===== config.mk =====
export PLATFORM = sky130hd
export DESIGN_NAME = digital_zoom_crop_window_unit
export DESIGN_NICKNAME = d
export VERILOG_FILES = /design/src/hw/rtl/dzc_pkg.sv /design/src/hw/rtl/dzc_div.sv /design/src/hw/rtl/dzc_ctrl.sv /design/src/hw/rtl/dzc_dp.sv /design/src/hw/rtl/digital_zoom_crop_window_unit.sv
export VERILOG_INCLUDE_DIRS = /design/src /design/src/hw/rtl
export SDC_FILE = /design/constraint.sdc
export NUM_CORES = 2
export LEC_CHECK = 0
export ABC_AREA = 1
export BUFFER_PORTS_ARGS = -buffer_cell sky130_fd_sc_hd__buf_2
export CORE_ASPECT_RATIO = 1.25
export CORE_MARGIN = 8
export CORE_UTILIZATION = 46
export CTS_CLUSTER_DIAMETER = 100
export CTS_CLUSTER_SIZE = 16
export DETAILED_ROUTE_END_ITERATION = 8
export GPL_TIMING_DRIVEN = 0
export PLACE_DENSITY_LB_ADDON = 0.12
export SETUP_SLACK_MARGIN = 0.2
export SLEW_MARGIN = 10
export SYNTH_ARGS = -nofsm -noshare
export SYNTH_HDL_FRONTEND = slang
export SYNTH_SLANG_ARGS = --single-unit

===== constraint.sdc =====
create_clock -name clk -period 5.8 [get_ports clk]
set_input_delay 0 -clock clk [delete_from_list [all_inputs] [get_ports clk]]
set_output_delay 0 -clock clk [all_outputs]
set_load 0.02 [all_outputs]

===== src/hw/rtl/digital_zoom_crop_window_unit_defines.svh =====
// Assertion macros shared by the digital zoom crop window RTL.
`ifndef DIGITAL_ZOOM_CROP_WINDOW_UNIT_DEFINES_SVH
`define DIGITAL_ZOOM_CROP_WINDOW_UNIT_DEFINES_SVH

// Same-cycle implication, clocked on clk, off while rst_n is low.
`define DZC_ASSERT_IMPL(lbl, ante, cons, msg) \
  lbl: assert property (@(posedge clk) disable iff (!rst_n) (ante) |-> (cons)) \
    else $error(msg);

// Next-cycle implication, clocked on clk, off while rst_n is low.
`define DZC_ASSERT_NEXT(lbl, ante, cons, msg) \
  lbl: assert property (@(posedge clk) disable iff (!rst_n) (ante) |=> (cons)) \
    else $error(msg);

`endif


===== src/hw/rtl/dzc_pkg.sv =====
// Types, widths and constants for the digital zoom crop window unit.
package dzc_pkg;

  localparam int REQ_W      = 2;
  localparam int PAN_W      = 8;
  localparam int BND_W      = 16;
  localparam int CRP_W      = 17;
  localparam int ZOOM_W     = 11;
  localparam int POS_W      = 7;
  localparam int SIZE_W     = BND_W - 1;
  localparam int CFG_IDX_W  = 3;
  localparam int CFG_DATA_W = 11;
  localparam int NUM_W      = 22;
  localparam int DEN_W      = ZOOM_W;

  // floor(n/100) as (n*RCP_100) >> RCP_SH, exact for every n below 2**NUM_W
  localparam int RCP_W      = 23;
  localparam int RCP_SH     = 29;
  localparam int RCP_FULL_W = NUM_W + RCP_W;
  localparam logic [RCP_W-1:0] RCP_100 = 23'd5368710;

  localparam int DIV_STEPS_DEF = 2;

  localparam logic [ZOOM_W-1:0] RST_DEFAULT_ZOOM = 11'd100;
  localparam logic [ZOOM_W-1:0] RST_MEDIUM_ZOOM  = 11'd200;
  localparam logic [ZOOM_W-1:0] RST_MAX_ZOOM     = 11'd400;
  localparam logic [POS_W-1:0]  RST_PAN_STEP     = 7'd10;
  localparam logic [POS_W-1:0]  RST_CENTER       = 7'd50;

  localparam logic [POS_W-1:0]  POS_MAX   = 7'd100;
  localparam logic [POS_W-1:0]  PCT_MUL   = 7'd100;

  localparam logic [CFG_IDX_W-1:0] CFG_DEFAULT_ZOOM = 3'd0;
  localparam logic [CFG_IDX_W-1:0] CFG_MEDIUM_ZOOM  = 3'd1;
  localparam logic [CFG_IDX_W-1:0] CFG_MAX_ZOOM     = 3'd2;
  localparam logic [CFG_IDX_W-1:0] CFG_PAN_STEP     = 3'd3;
  localparam logic [CFG_IDX_W-1:0] CFG_CENTER       = 3'd4;

  typedef enum logic [REQ_W-1:0] {
    REQ_NONE     = 2'd0,
    REQ_ZOOM_IN  = 2'd1,
    REQ_ZOOM_OUT = 2'd2,
    REQ_PAN      = 2'd3
  } req_t;

  typedef enum logic [1:0] {
    SEL_W = 2'd0,
    SEL_H = 2'd1,
    SEL_X = 2'd2,
    SEL_Y = 2'd3
  } div_sel_t;

  typedef enum logic [2:0] {
    ST_IDLE,
    ST_UPDATE,
    ST_CHECK,
    ST_DIV_W,
    ST_DIV_H,
    ST_DIV_X,
    ST_DIV_Y,
    ST_DONE
  } state_t;

  typedef struct packed {
    logic     load_in;
    logic     update;
    logic     div_start;
    div_sel_t start_sel;
    logic     capture;
    div_sel_t cap_sel;
    logic     out_load;
  } dzc_cmd_t;

  typedef struct packed {
    logic crop_en;
    logic div_done;
    logic out_busy;
  } dzc_stat_t;

endpackage


===== src/hw/rtl/dzc_div.sv =====
// Iterative restoring divider, STEPS quotient bits per cycle.
module dzc_div import dzc_pkg::*; #(
  parameter int STEPS = DIV_STEPS_DEF
) (
  input  logic             clk,
  input  logic             rst_n,
  input  logic             start,
  input  logic [NUM_W-1:0] numer,
  input  logic [DEN_W-1:0] denom,
  output logic             done,
  output logic [NUM_W-1:0] quot
);

  localparam int CYC   = (NUM_W + STEPS - 1) / STEPS;
  localparam int PAD_W = CYC * STEPS;
  localparam int CNT_W = $clog2(CYC + 1);

  logic [DEN_W-1:0] rem_r, rem_nxt;
  logic [PAD_W-1:0] quo_r, quo_nxt;
  logic [DEN_W-1:0] den_r;
  logic [CNT_W-1:0] cnt_r;
  logic             busy_r;
  logic             done_r;

  always_comb begin
    logic [DEN_W:0] t;
    rem_nxt = rem_r;
    quo_nxt = quo_r;
    for (int i = 0; i < STEPS; i++) begin
      t       = {rem_nxt, quo_nxt[PAD_W-1]};
      quo_nxt = {quo_nxt[PAD_W-2:0], 1'b0};
      if (t >= {1'b0, den_r}) begin
        t          = t - {1'b0, den_r};
        quo_nxt[0] = 1'b1;
      end
      rem_nxt = t[DEN_W-1:0];
    end
  end

  always_ff @(posedge clk) begin
    if (!rst_n) begin
      busy_r <= 1'b0;
      done_r <= 1'b0;
      cnt_r  <= '0;
    end else begin
      done_r <= 1'b0;
      if (start) begin
        busy_r <= 1'b1;
        cnt_r  <= CNT_W'(CYC);
      end else if (busy_r) begin
        cnt_r <= cnt_r - CNT_W'(1);
        if (cnt_r == CNT_W'(1)) begin
          busy_r <= 1'b0;
          done_r <= 1'b1;
        end
      end
    end
  end

  always_ff @(posedge clk) begin
    if (start) begin
      rem_r <= '0;
      quo_r <= PAD_W'(numer);
      den_r <= denom;
    end else if (busy_r) begin
      rem_r <= rem_nxt;
      quo_r <= quo_nxt;
    end
  end

  assign done = done_r;
  assign quot = quo_r[NUM_W-1:0];

endmodule


===== src/hw/rtl/dzc_ctrl.sv =====
// Sequencer for command update, up to four divisions and result hand-off.
module dzc_ctrl import dzc_pkg::*; (
  input  logic      clk,
  input  logic      rst_n,
  input  logic      in_valid,
  output logic      in_stall,
  input  dzc_stat_t stat,
  output dzc_cmd_t  cmd
);

  state_t state_r, state_nxt;

  always_ff @(posedge clk) begin
    if (!rst_n) begin
      state_r <= ST_IDLE;
    end else begin
      state_r <= state_nxt;
    end
  end

  always_comb begin
    state_nxt = state_r;
    unique case (state_r)
      ST_IDLE:   if (in_valid) state_nxt = ST_UPDATE;
      ST_UPDATE: state_nxt = ST_CHECK;
      ST_CHECK:  state_nxt = stat.crop_en ? ST_DIV_W : ST_DONE;
      ST_DIV_W:  if (stat.div_done) state_nxt = ST_DIV_H;
      ST_DIV_H:  if (stat.div_done) state_nxt = ST_DIV_X;
      ST_DIV_X:  if (stat.div_done) state_nxt = ST_DIV_Y;
      ST_DIV_Y:  if (stat.div_done) state_nxt = ST_DONE;
      ST_DONE:   if (!stat.out_busy) state_nxt = ST_IDLE;
      default:   state_nxt = ST_IDLE;
    endcase
  end

  always_comb begin
    cmd      = '0;
    in_stall = (state_r != ST_IDLE);
    unique case (state_r)
      ST_IDLE:   cmd.load_in = in_valid;
      ST_UPDATE: cmd.update = 1'b1;
      ST_CHECK: begin
        cmd.div_start = stat.crop_en;
        cmd.start_sel = SEL_W;
      end
      ST_DIV_W: begin
        cmd.capture   = stat.div_done;
        cmd.cap_sel   = SEL_W;
        cmd.div_start = stat.div_done;
        cmd.start_sel = SEL_H;
      end
      ST_DIV_H: begin
        cmd.capture   = stat.div_done;
        cmd.cap_sel   = SEL_H;
        cmd.div_start = stat.div_done;
        cmd.start_sel = SEL_X;
      end
      ST_DIV_X: begin
        cmd.capture   = stat.div_done;
        cmd.cap_sel   = SEL_X;
        cmd.div_start = stat.div_done;
        cmd.start_sel = SEL_Y;
      end
      ST_DIV_Y: begin
        cmd.capture = stat.div_done;
        cmd.cap_sel = SEL_Y;
      end
      ST_DONE:   cmd.out_load = !stat.out_busy;
      default:   cmd = '0;
    endcase
  end

endmodule


===== src/hw/rtl/dzc_dp.sv =====
// Datapath: config and view state, shared multiplier and divider, results.
module dzc_dp import dzc_pkg::*; #(
  parameter int DIV_STEPS = DIV_STEPS_DEF
) (
  input  logic                    clk,
  input  logic                    rst_n,
  input  dzc_cmd_t                cmd,
  output dzc_stat_t               stat,
  input  logic [REQ_W-1:0]        in_req_type,
  input  logic signed [PAN_W-1:0] in_pan_horizontal,
  input  logic signed [PAN_W-1:0] in_pan_vertical,
  input  logic signed [BND_W-1:0] in_bounds_x,
  input  logic signed [BND_W-1:0] in_bounds_y,
  input  logic signed [BND_W-1:0] in_bounds_width,
  input  logic signed [BND_W-1:0] in_bounds_height,
  input  logic                    cfg_we,
  input  logic [CFG_IDX_W-1:0]    cfg_index,
  input  logic [CFG_DATA_W-1:0]   cfg_data,
  input  logic                    out_stall,
  output logic                    out_valid,
  output logic signed [CRP_W-1:0] out_crop_x,
  output logic signed [CRP_W-1:0] out_crop_y,
  output logic signed [BND_W-1:0] out_win_width,
  output logic signed [BND_W-1:0] out_win_height,
  output logic [ZOOM_W-1:0]       out_zoom_now,
  output logic [POS_W-1:0]        out_position_x_out,
  output logic [POS_W-1:0]        out_position_y_out
);

  function automatic logic [POS_W-1:0] moved_pos(input logic [POS_W-1:0] pos,
                                                 input logic signed [PAN_W-1:0] steps,
                                                 input logic [POS_W-1:0] step);
    logic signed [PAN_W+POS_W:0]   prod;
    logic signed [PAN_W+POS_W+1:0] p;
    prod = steps * $signed({1'b0, step});
    p    = {prod[PAN_W+POS_W], prod} + $signed({{(PAN_W+2){1'b0}}, pos});
    if (p[PAN_W+POS_W+1]) begin
      return '0;
    end else if (p > $signed({{(PAN_W+2){1'b0}}, POS_MAX})) begin
      return POS_MAX;
    end else begin
      return p[POS_W-1:0];
    end
  endfunction

  // quotient of dim*100/zoom, held to 1..32767
  function automatic logic [SIZE_W-1:0] sat_size(input logic [NUM_W-1:0] q);
    if (q == '0) begin
      return SIZE_W'(1);
    end else if (q[NUM_W-1:SIZE_W] != '0) begin
      return '1;
    end else begin
      return q[SIZE_W-1:0];
    end
  endfunction

  logic [ZOOM_W-1:0] cfg_def_r, cfg_med_r, cfg_max_r;
  logic [POS_W-1:0]  cfg_pan_r, cfg_ctr_r;
  logic [POS_W-1:0]  ctr_val;

  req_t                    req_r;
  logic signed [PAN_W-1:0] ph_r, pv_r;
  logic signed [BND_W-1:0] bx_r, by_r, bw_r, bh_r;

  logic [ZOOM_W-1:0] zoom_r, zoom_nxt, zoom_out_lvl;
  logic [POS_W-1:0]  vx_r, vx_nxt, vy_r, vy_nxt;

  logic [SIZE_W-1:0]       ax_r, ay_r;
  logic signed [CRP_W-1:0] res_x_r, res_y_r;
  logic signed [BND_W-1:0] res_w_r, res_h_r;

  logic [SIZE_W-1:0] mult_a;
  logic [POS_W-1:0]  mult_b;
  logic [NUM_W-1:0]  div_numer;
  logic [DEN_W-1:0]  div_denom;
  logic              div_go;
  logic              div_done;
  logic [NUM_W-1:0]  div_quot;
  logic [SIZE_W-1:0] cap_size;
  logic [BND_W-1:0]  avail_w, avail_h;

  logic                  rcp_start;
  logic                  rcp_busy_r;
  logic                  rcp_done_r;
  logic [NUM_W-1:0]      prod_r;
  logic [RCP_FULL_W-1:0] rcp_full;
  logic [SIZE_W-1:0]     rcp_q_r;

  logic out_valid_r;

  always_ff @(posedge clk) begin
    if (!rst_n) begin
      cfg_def_r <= RST_DEFAULT_ZOOM;
      cfg_med_r <= RST_MEDIUM_ZOOM;
      cfg_max_r <= RST_MAX_ZOOM;
      cfg_pan_r <= RST_PAN_STEP;
      cfg_ctr_r <= RST_CENTER;
    end else if (cfg_we) begin
      unique case (cfg_index)
        CFG_DEFAULT_ZOOM: cfg_def_r <= cfg_data[ZOOM_W-1:0];
        CFG_MEDIUM_ZOOM:  cfg_med_r <= cfg_data[ZOOM_W-1:0];
        CFG_MAX_ZOOM:     cfg_max_r <= cfg_data[ZOOM_W-1:0];
        CFG_PAN_STEP:     cfg_pan_r <= cfg_data[POS_W-1:0];
        CFG_CENTER:       cfg_ctr_r <= cfg_data[POS_W-1:0];
        default: ;
      endcase
    end
  end

  assign ctr_val = (cfg_ctr_r > POS_MAX) ? POS_MAX : cfg_ctr_r;

  always_ff @(posedge clk) begin
    if (cmd.load_in) begin
      req_r <= req_t'(in_req_type);
      ph_r  <= in_pan_horizontal;
      pv_r  <= in_pan_vertical;
      bx_r  <= in_bounds_x;
      by_r  <= in_bounds_y;
      bw_r  <= in_bounds_width;
      bh_r  <= in_bounds_height;
    end
  end

  assign zoom_out_lvl = (zoom_r > cfg_med_r) ? cfg_med_r : cfg_def_r;

  always_comb begin
    zoom_nxt = zoom_r;
    vx_nxt   = vx_r;
    vy_nxt   = vy_r;
    if (cmd.update) begin
      unique case (req_r)
        REQ_NONE: ;
        REQ_ZOOM_IN: zoom_nxt = (zoom_r < cfg_med_r) ? cfg_med_r : cfg_max_r;
        REQ_ZOOM_OUT: begin
          zoom_nxt = zoom_out_lvl;
          if (zoom_out_lvl == cfg_def_r) begin
            vx_nxt = ctr_val;
            vy_nxt = ctr_val;
          end
        end
        REQ_PAN: begin
          if (zoom_r != cfg_def_r) begin
            vx_nxt = moved_pos(vx_r, ph_r, cfg_pan_r);
            vy_nxt = moved_pos(vy_r, pv_r, cfg_pan_r);
          end
        end
      endcase
    end
  end

  always_ff @(posedge clk) begin
    if (!rst_n) begin
      zoom_r <= RST_DEFAULT_ZOOM;
      vx_r   <= RST_CENTER;
      vy_r   <= RST_CENTER;
    end else begin
      zoom_r <= zoom_nxt;
      vx_r   <= vx_nxt;
      vy_r   <= vy_nxt;
    end
  end

  assign stat.crop_en = (zoom_r != cfg_def_r) && (zoom_r != '0) &&
                        !bw_r[BND_W-1] && (bw_r != '0) &&
                        !bh_r[BND_W-1] && (bh_r != '0);

  // one multiplier: size*100 goes to the divider, travel*pos to the /100 scaler
  always_comb begin
    case (cmd.start_sel)
      SEL_W:   mult_a = bw_r[SIZE_W-1:0];
      SEL_H:   mult_a = bh_r[SIZE_W-1:0];
      SEL_X:   mult_a = ax_r;
      default: mult_a = ay_r;
    endcase
    case (cmd.start_sel) inside
      SEL_W, SEL_H: mult_b = PCT_MUL;
      SEL_X:        mult_b = vx_r;
      default:      mult_b = vy_r;
    endcase
  end

  assign div_numer = NUM_W'(mult_a) * NUM_W'(mult_b);
  assign div_denom = zoom_r;

  assign rcp_start = cmd.div_start &&
                     ((cmd.start_sel == SEL_X) || (cmd.start_sel == SEL_Y));
  assign div_go    = cmd.div_start && !rcp_start;

  dzc_div #(
    .STEPS (DIV_STEPS)
  ) u_div (
    .clk   (clk),
    .rst_n (rst_n),
    .start (div_go),
    .numer (div_numer),
    .denom (div_denom),
    .done  (div_done),
    .quot  (div_quot)
  );

  // offset over 100: product registered, then reciprocal multiply registered
  assign rcp_full = RCP_FULL_W'(prod_r) * RCP_FULL_W'(RCP_100);

  always_ff @(posedge clk) begin
    if (!rst_n) begin
      rcp_busy_r <= 1'b0;
      rcp_done_r <= 1'b0;
    end else begin
      rcp_busy_r <= rcp_start;
      rcp_done_r <= rcp_busy_r;
    end
  end

  always_ff @(posedge clk) begin
    if (rcp_start) begin
      prod_r <= div_numer;
    end
    if (rcp_busy_r) begin
      rcp_q_r <= rcp_full[RCP_SH +: SIZE_W];
    end
  end

  assign stat.div_done = div_done || rcp_done_r;

  assign cap_size = sat_size(div_quot);
  assign avail_w  = {1'b0, bw_r[SIZE_W-1:0]} - {1'b0, cap_size};
  assign avail_h  = {1'b0, bh_r[SIZE_W-1:0]} - {1'b0, cap_size};

  always_ff @(posedge clk) begin
    if (cmd.load_in) begin
      res_x_r <= {in_bounds_x[BND_W-1], in_bounds_x};
      res_y_r <= {in_bounds_y[BND_W-1], in_bounds_y};
      res_w_r <= in_bounds_width;
      res_h_r <= in_bounds_height;
    end else if (cmd.capture) begin
      // offset quotient never exceeds the travel, so its low bits suffice
      case (cmd.cap_sel)
        SEL_W: begin
          res_w_r <= {1'b0, cap_size};
          ax_r    <= avail_w[BND_W-1] ? '0 : avail_w[SIZE_W-1:0];
        end
        SEL_H: begin
          res_h_r <= {1'b0, cap_size};
          ay_r    <= avail_h[BND_W-1] ? '0 : avail_h[SIZE_W-1:0];
        end
        SEL_X:   res_x_r <= {bx_r[BND_W-1], bx_r} + {2'b00, rcp_q_r};
        default: res_y_r <= {by_r[BND_W-1], by_r} + {2'b00, rcp_q_r};
      endcase
    end
  end

  always_ff @(posedge clk) begin
    if (!rst_n) begin
      out_valid_r <= 1'b0;
    end else if (cmd.out_load) begin
      out_valid_r <= 1'b1;
    end else if (!out_stall) begin
      out_valid_r <= 1'b0;
    end
  end

  always_ff @(posedge clk) begin
    if (cmd.out_load) begin
      out_crop_x         <= res_x_r;
      out_crop_y         <= res_y_r;
      out_win_width      <= res_w_r;
      out_win_height     <= res_h_r;
      out_zoom_now       <= zoom_r;
      out_position_x_out <= vx_r;
      out_position_y_out <= vy_r;
    end
  end

  assign out_valid     = out_valid_r;
  assign stat.out_busy = out_valid_r && out_stall;

endmodule


===== src/hw/rtl/digital_zoom_crop_window_unit.sv =====
// Top level of the digital zoom crop window unit: sequencer plus datapath.
//
//   channel  direction  handshake            beat
//   in_      input      in_valid / in_stall  command and source rectangle
//   out_     output     out_valid/out_stall  crop window, zoom and view position
//   cfg_     input      cfg_we               one register write, no read-back
//
// One item at a time: a cropped item takes two runs of the shared divider and
// two scalings by 100, a pass-through item neither. The result is in the
// output register before the next item is accepted; a waiting result only
// holds the hand-off of the next one. Synchronous active-low reset restores
// the register defaults, zoom 100 and view position 50 on both axes.
`include "digital_zoom_crop_window_unit_defines.svh"

module digital_zoom_crop_window_unit import dzc_pkg::*; #(
  parameter int DIV_STEPS = DIV_STEPS_DEF
) (
  input  logic                    clk,
  input  logic                    rst_n,
  input  logic                    in_valid,
  output logic                    in_stall,
  input  logic [REQ_W-1:0]        in_req_type,
  input  logic signed [PAN_W-1:0] in_pan_horizontal,
  input  logic signed [PAN_W-1:0] in_pan_vertical,
  input  logic signed [BND_W-1:0] in_bounds_x,
  input  logic signed [BND_W-1:0] in_bounds_y,
  input  logic signed [BND_W-1:0] in_bounds_width,
  input  logic signed [BND_W-1:0] in_bounds_height,
  output logic                    out_valid,
  input  logic                    out_stall,
  output logic signed [CRP_W-1:0] out_crop_x,
  output logic signed [CRP_W-1:0] out_crop_y,
  output logic signed [BND_W-1:0] out_win_width,
  output logic signed [BND_W-1:0] out_win_height,
  output logic [ZOOM_W-1:0]       out_zoom_now,
  output logic [POS_W-1:0]        out_position_x_out,
  output logic [POS_W-1:0]        out_position_y_out,
  input  logic                    cfg_we,
  input  logic [CFG_IDX_W-1:0]    cfg_index,
  input  logic [CFG_DATA_W-1:0]   cfg_data
);

  dzc_cmd_t  cmd;
  dzc_stat_t stat;
  logic      view_ok;

  dzc_ctrl u_ctrl (
    .clk      (clk),
    .rst_n    (rst_n),
    .in_valid (in_valid),
    .in_stall (in_stall),
    .stat     (stat),
    .cmd      (cmd)
  );

  dzc_dp #(
    .DIV_STEPS (DIV_STEPS)
  ) u_dp (
    .clk                (clk),
    .rst_n              (rst_n),
    .cmd                (cmd),
    .stat               (stat),
    .in_req_type        (in_req_type),
    .in_pan_horizontal  (in_pan_horizontal),
    .in_pan_vertical    (in_pan_vertical),
    .in_bounds_x        (in_bounds_x),
    .in_bounds_y        (in_bounds_y),
    .in_bounds_width    (in_bounds_width),
    .in_bounds_height   (in_bounds_height),
    .cfg_we             (cfg_we),
    .cfg_index          (cfg_index),
    .cfg_data           (cfg_data),
    .out_stall          (out_stall),
    .out_valid          (out_valid),
    .out_crop_x         (out_crop_x),
    .out_crop_y         (out_crop_y),
    .out_win_width      (out_win_width),
    .out_win_height     (out_win_height),
    .out_zoom_now       (out_zoom_now),
    .out_position_x_out (out_position_x_out),
    .out_position_y_out (out_position_y_out)
  );

  assign view_ok = (out_position_x_out <= POS_MAX) && (out_position_y_out <= POS_MAX);

  `DZC_ASSERT_NEXT(a_busy_after_accept, in_valid && !in_stall, in_stall, "no work after accept")
  `DZC_ASSERT_IMPL(a_quotient_taken, stat.div_done, cmd.capture, "divider result dropped")
  `DZC_ASSERT_IMPL(a_position_range, out_valid, view_ok, "view position above 100")

endmodule


Word level (Yosys, flattened, before mapping)
Cells that the tools add are included.
{"block": "word_totals", "register_bits": 434, "input_bits": 101, "output_inout_bits": 93, "elab_cells": 202}
{"block": "op_classes", "n_addsub": 9, "n_mul": 4, "magnitude_cmp": 7, "n_eq_ne": 32, "muxes": 57, "bitwise_logic": 3, "reduce_logical": 49}
{"operator": "2-to-1 mux 17 bit", "count": 6}
{"operator": "2-to-1 mux 16 bit", "count": 6}
{"operator": "2-to-1 mux 7 bit", "count": 10}
{"operator": "one-hot mux 15 bit (3 select lines)", "count": 1}
{"operator": "2-to-1 mux 11 bit", "count": 4}
{"operator": "2-to-1 mux 22 bit", "count": 2}
{"operator": "multiplier 22 x 22 -> 43 bit (second input constant)", "count": 1}
{"operator": "adder 16 x 16 -> 17 bit", "count": 2}
{"operator": "adder 16 x 8 -> 17 bit", "count": 2}
{"operator": "> comparator 17 x 8 -> 1 bit (second input constant)", "count": 2}
{"operator": "multiplier 8 x 8 -> 16 bit", "count": 2}
{"operator": "nonzero test 16 bit", "count": 2}
{"operator": "subtractor 15 x 15 -> 16 bit", "count": 2}
{"operator": "2-to-1 mux 15 bit", "count": 2}
{"operator": "one-hot mux 7 bit (2 select lines)", "count": 2}
{"operator": "greater-or-equal comparator 12 x 11 -> 1 bit", "count": 2}
{"operator": "one-hot mux 3 bit (4 select lines)", "count": 2}
{"operator": "one-hot mux 3 bit (8 select lines)", "count": 1}
{"operator": "zero test 22 bit", "count": 1}
{"operator": "multiplier 15 x 7 -> 22 bit", "count": 1}
{"operator": "one-hot mux 11 bit (2 select lines)", "count": 1}
{"operator": "subtractor 11 bit", "count": 2}
{"operator": "2-to-1 mux 3 bit", "count": 7}
{"operator": "AND reduction 2 bit", "count": 10}
{"operator": "other kinds (31)", "count": 88}

Logic depth before layout (Yosys ltp)
{"block": "depth", "depth_word": 13, "ltp_mapped": 34, "depth_no_buf": 33}

Cells and area by module
A second synthesis with hierarchy kept.
{"block": "hier_totals", "cells_unflattened": 4354, "hier_area_um2": 38634.6}
{"module": "dzc_dp", "instances": 1, "cells_per_inst": 3841, "area_per_inst_um2": 34879.7, "seq_area_each_um2": 10690.3}
{"module": "dzc_div", "instances": 1, "cells_per_inst": 461, "area_per_inst_um2": 3445.8, "seq_area_each_um2": 1331.3}
{"module": "dzc_ctrl", "instances": 1, "cells_per_inst": 52, "area_per_inst_um2": 309.0, "seq_area_each_um2": 60.1}

Least setup slack after synthesis
OpenSTA, ideal clock, no wires.
{"block": "synth_path", "path_kind": "reg-to-reg", "start": "reg u_ctrl.state_r[0]", "end": "reg u_dp.out_crop_x[0], enable pin", "setup_ps": 571, "t_arrival_ps": 5024, "t_required_ps": 5229, "path_slack_ps": 205, "path_stages_with_launch": 4, "path_buffers": 0, "synth_period_minus_slack_ps": 5595, "path_cell_list": "dfxtp_1 -> ha_1 -> nand2_1 -> a21oi_1"}
{"item": "from (decl)", "line": "dzc_ctrl.sv:11", "rtl": "state_t state_r, state_nxt;"}
{"item": "from (signal assigned)", "line": "dzc_ctrl.sv:17", "rtl": "state_r <= state_nxt;"}
{"item": "to (signal assigned)", "line": "dzc_dp.sv:264", "rtl": "out_crop_x <= res_x_r;"}
{"item": "to (decl)", "line": "dzc_dp.sv:21", "rtl": "output logic signed [CRP_W-1:0] out_crop_x,"}

Worst setup path in the final report
{"block": "layout_path", "start": "reg u_dp.prod_r[14]", "end": "reg u_dp.rcp_q_r[10], data pin"}
{"block": "layout_between", "elab_chain_len": 1}
{"item": "from (decl)", "line": "dzc_dp.sv:85", "rtl": "logic [NUM_W-1:0] prod_r;"}
{"item": "from (signal assigned)", "line": "dzc_dp.sv:216", "rtl": "prod_r <= div_numer;"}
{"item": "multiplier 22 x 22 -> 43 bit", "line": "dzc_dp.sv:202", "rtl": "assign rcp_full = RCP_FULL_W'(prod_r) * RCP_FULL_W'(RCP_100);"}
{"item": "named net u_dp.rcp_full[39]", "line": "dzc_dp.sv:86", "rtl": "logic [RCP_FULL_W-1:0] rcp_full;"}
{"item": "to (signal assigned)", "line": "dzc_dp.sv:219", "rtl": "rcp_q_r <= rcp_full[RCP_SH +: SIZE_W];"}
{"item": "to (decl)", "line": "dzc_dp.sv:87", "rtl": "logic [SIZE_W-1:0] rcp_q_r;"}
The timed path passes the listed nets, and every way through them passes these cells.
A chain may end at the register's enable or synchronous reset.

==> metrics.txt <==
status finished clean; R2R Setup Slk 0.03 ns; vias post-DR 30.3k; die area 92500 um2; # H-tree levels 2; cell with the most instances after synthesis nand2_1; Rows 118; Max Clock Skew 0.0241 ns; Post-synth EDFFs 339; die height about 340 um; Worst setup SP type flip-flop; Syn Inst Count 4235; dpl cell area ~40000 um2; Max Freq 173 MHz; Net Switching approximately 13 mW; synthesized flop and latch total 434; Synth cell types 45; root buf cell clkbuf_16; max-cap violation count 0; Nets 5649; routed wire length per instance 18.9 um; CP Class flip-flop to flip-flop; met2 usage 0.452; largest net degree at the start of global routing 61; CTS Buffer Depth 3; CTS Sinks 434; Worst Hold Class input pin to flip-flop; Final Cycle Share 0.995; Critical Path End Type flip-flop; WHS Endpoint u_dp.ph_r[2]; Worst R2R Path Depth 22; CP Max Fanout 3; first-pass GRT wire length about 170 mm; register area share after synthesis 0.316; Tightest Pin Transition 1.12 ns; Routed Antenna Nets 0; Top Usage Layer GRT met2; min Tclk post-route just under 6 ns; final hold violation count 0; width of the die 274 um; switching portion of total power 0.494; Crit path arrival time 6.09 ns; RSZ-0062 raised after global routing true; Layout area overhead 21.4%; Slew headroom 0.253; final core utilization 0.562; Clk pwr share 0.092; leading area contributor after synthesis edfxtp_1; peak supply drop roughly 1400 uV; top_reg_cell synth edfxtp_1; number of global-route vias before repair 31.5k; final setup vio count 0; Hold Path Origin in_pan_horizontal[2]; CTS tree yes; CTS Buf Count 35; Synth top area share 0.267; DR DRC count 0; power density over the cells about 550 nW/um2; met3 usage 0.0238; Final Max Tran Viols 0; Via density 5.19; num ports 194; post-DP HPWL ~90 mm; gp weighted congestion 0.921; DRT Pass-1 Iters 5; commonest cells in the netlist 861 x nand2_1, 824 x inv_1, 448 x ha_1, 355 x fa_1, 339 x edfxtp_1; post-route cell area 46400 um2; Crit path required time 6.12 ns; Yosys warning total 0; layout cells sized above 1 0.177; floorplan core area 82500 um2; worst setup margin 0.0280 ns; met1 usage 0.264; syn nets 5139; Syn Std Cell Area 38200 um2; GRT overflow 0; largest cells by area after synthesis edfxtp_1 27%, fa_1 19%, ha_1 15%; Leak Pwr around 22 nW; Tot GR Track Use 0.235; Clk pin slew, worst setup/hold paths about 0.08 ns; Logic pwr share 0.726; Crit Reg-Reg Endpoint u_dp.rcp_q_r[10]; launch point of the worst reg-to-reg path u_dp.prod_r[14]; internal power 12.9 mW; number of cells on the worst hold path 2; PortBufs 192; initial antenna violation count 1; ys async rst share 0; first-iteration detailed-routing DRC count 1660; Synth Area per Inst 9.01 um2; dpl ws -1.46 ns; Flop pwr share 0.182; clock latency on the worst-skew pair 0.58 ns; Initial Util 0.463; routed wire length 110 mm
-- through the flow --
stage,TNS [ns],hold WS [ns],instances,power [mW]
2_1_floorplan,0,0.0989,4235,13.7
3_3_place_gp,-356.70,0.178,5507,17.9
3_5_place_dp,-37.03,0.178,5514,18.0
4_1_cts,0,0.116,5791,22.6
5_1_grt,-0.753,0.137,5844,27.4
6_report,0,0.138,5844,25.5
-- sequential cells by signal, summed over array words and instances (netlist names), 15 cells and up --
name / count
u_dp.ax_r: 15
u_dp.ay_r: 15
u_dp.bh_r: 16
u_dp.bw_r: 16
u_dp.bx_r: 16
u_dp.by_r: 16
u_dp.out_crop_x: 17
u_dp.out_crop_y: 17
u_dp.out_win_height: 16
u_dp.out_win_width: 16
u_dp.prod_r: 22
u_dp.rcp_q_r: 15
u_dp.res_h_r: 16
u_dp.res_w_r: 16
u_dp.res_x_r: 17
u_dp.res_y_r: 17
u_dp.u_div.quot: 22
-- worst max-delay path by stage --
stage | startpoint | endpoint | slack, ns
after global routing | u_ctrl.state_r[0] | u_dp.u_div.quot[21] | -0.12
after global placement | u_ctrl.state_r[0] | u_dp.ax_r[0] | -3.01
after CTS | u_ctrl.state_r[1] | u_dp.u_div.quot[21] | 0.06
after floorplan | u_ctrl.state_r[0] | u_dp.out_crop_x[0] | 0.21
after detailed placement | u_ctrl.state_r[1] | u_dp.u_div.quot[16] | -1.46
final | u_dp.prod_r[14] | u_dp.rcp_q_r[10] | 0.03
-- power by group through the flow --
| stage | clock network [mW] | logic, mW | registers (mW) |
|---|---|---|---|
| final | 2.34 | 18.5 | 4.65 |
| after global routing | 2.50 | 20.2 | 4.68 |
| after CTS | 2.40 | 15.5 | 4.64 |
| after detailed placement | 0 | 13.3 | 4.69 |
| after global placement | 0 | 13.2 | 4.74 |
| after floorplan | 0 | 9.15 | 4.55 |
-- cells in the final DEF (no fill, tap or decap), types with 14 or more instances in the layout --
cell,count
fa_2,22
inv_2,37
dlygate4sd3_1,105
ha_4,63
dfxtp_1,93
a21oi_1,172
xor2_1,55
o21ai_2,14
a21o_1,19
o21ai_0,147
nand4_1,50
buf_4,128
edfxtp_1,339
or2_2,22
nand2_2,48
nor3_1,20
o21ai_1,21
inv_1,785
ha_1,371
buf_6,48
a21oi_2,24
nand2_1,815
o21ai_4,15
clkbuf_1,48
ha_2,14
clkbuf_16,36
nor4_1,16
fa_1,333
buf_2,205
o211ai_1,27
nor2_1,258
nand3_1,148
nor2_2,31
xnor2_1,38
-- cell families after synthesis --
| group | count (synthesis) | synth area share |
|---|---|---|
| AND/OR/NAND/NOR | 1456 | 0.158 |
| buffers and inverters | 911 | 0.0907 |
| adder cells (fa/ha/maj) | 803 | 0.333 |
| AO/OA/AOI/OAI | 522 | 0.0772 |
| flip-flops | 434 | 0.316 |
| XOR/XNOR | 109 | 0.0250 |
-- critical path, stage by stage, from the launching register on --
cell      delay [ns]
edfxtp_1        0.50
buf_6           0.17
ha_4            0.24
fa_2            0.56
fa_1            0.43
fa_1            0.50
inv_2           0.04
fa_1            0.47
inv_1           0.05
fa_1            0.49
inv_2           0.05
fa_1            0.54
inv_2           0.06
ha_4            0.25
a21oi_4         0.20
o21ai_2         0.12
nand2_1         0.08
a21oi_2         0.06
a211oi_2        0.23
nand3_2         0.16
nand3_2         0.10
nand2_2         0.05
xor2_1          0.15
-- per-layer routing --
layer  share of wire  vias up
met3           0.038      249
li1                -    14700
met2            0.54      706
met5               0        -
met4           0.045        0
met1            0.38    14700
-- layout make-up --
cell class	count	area (um2)
Antenna cell	1	2.50
Buffer	77	407
Clock inverter	8	104
Inverter	834	3150
Sequential cell	434	12100
Tap cell	1080	1350
Clock buffer	47	931
Multi-Input combinational cell	2890	24700
Timing Repair Buffer	473	3590
Fill cell	7439	36200
-- timing repair --
item                                    in CTS  in global routing
hold buffers                               105                  0
endpoints found under the setup margin      64                 55
pin swaps                                   65                119
resized for setup                          270                271
setup buffers                              116                 52
endpoints found under the hold margin      222                  0
gates cloned                                 1                  0
Power figures use the tool's default switching activity.
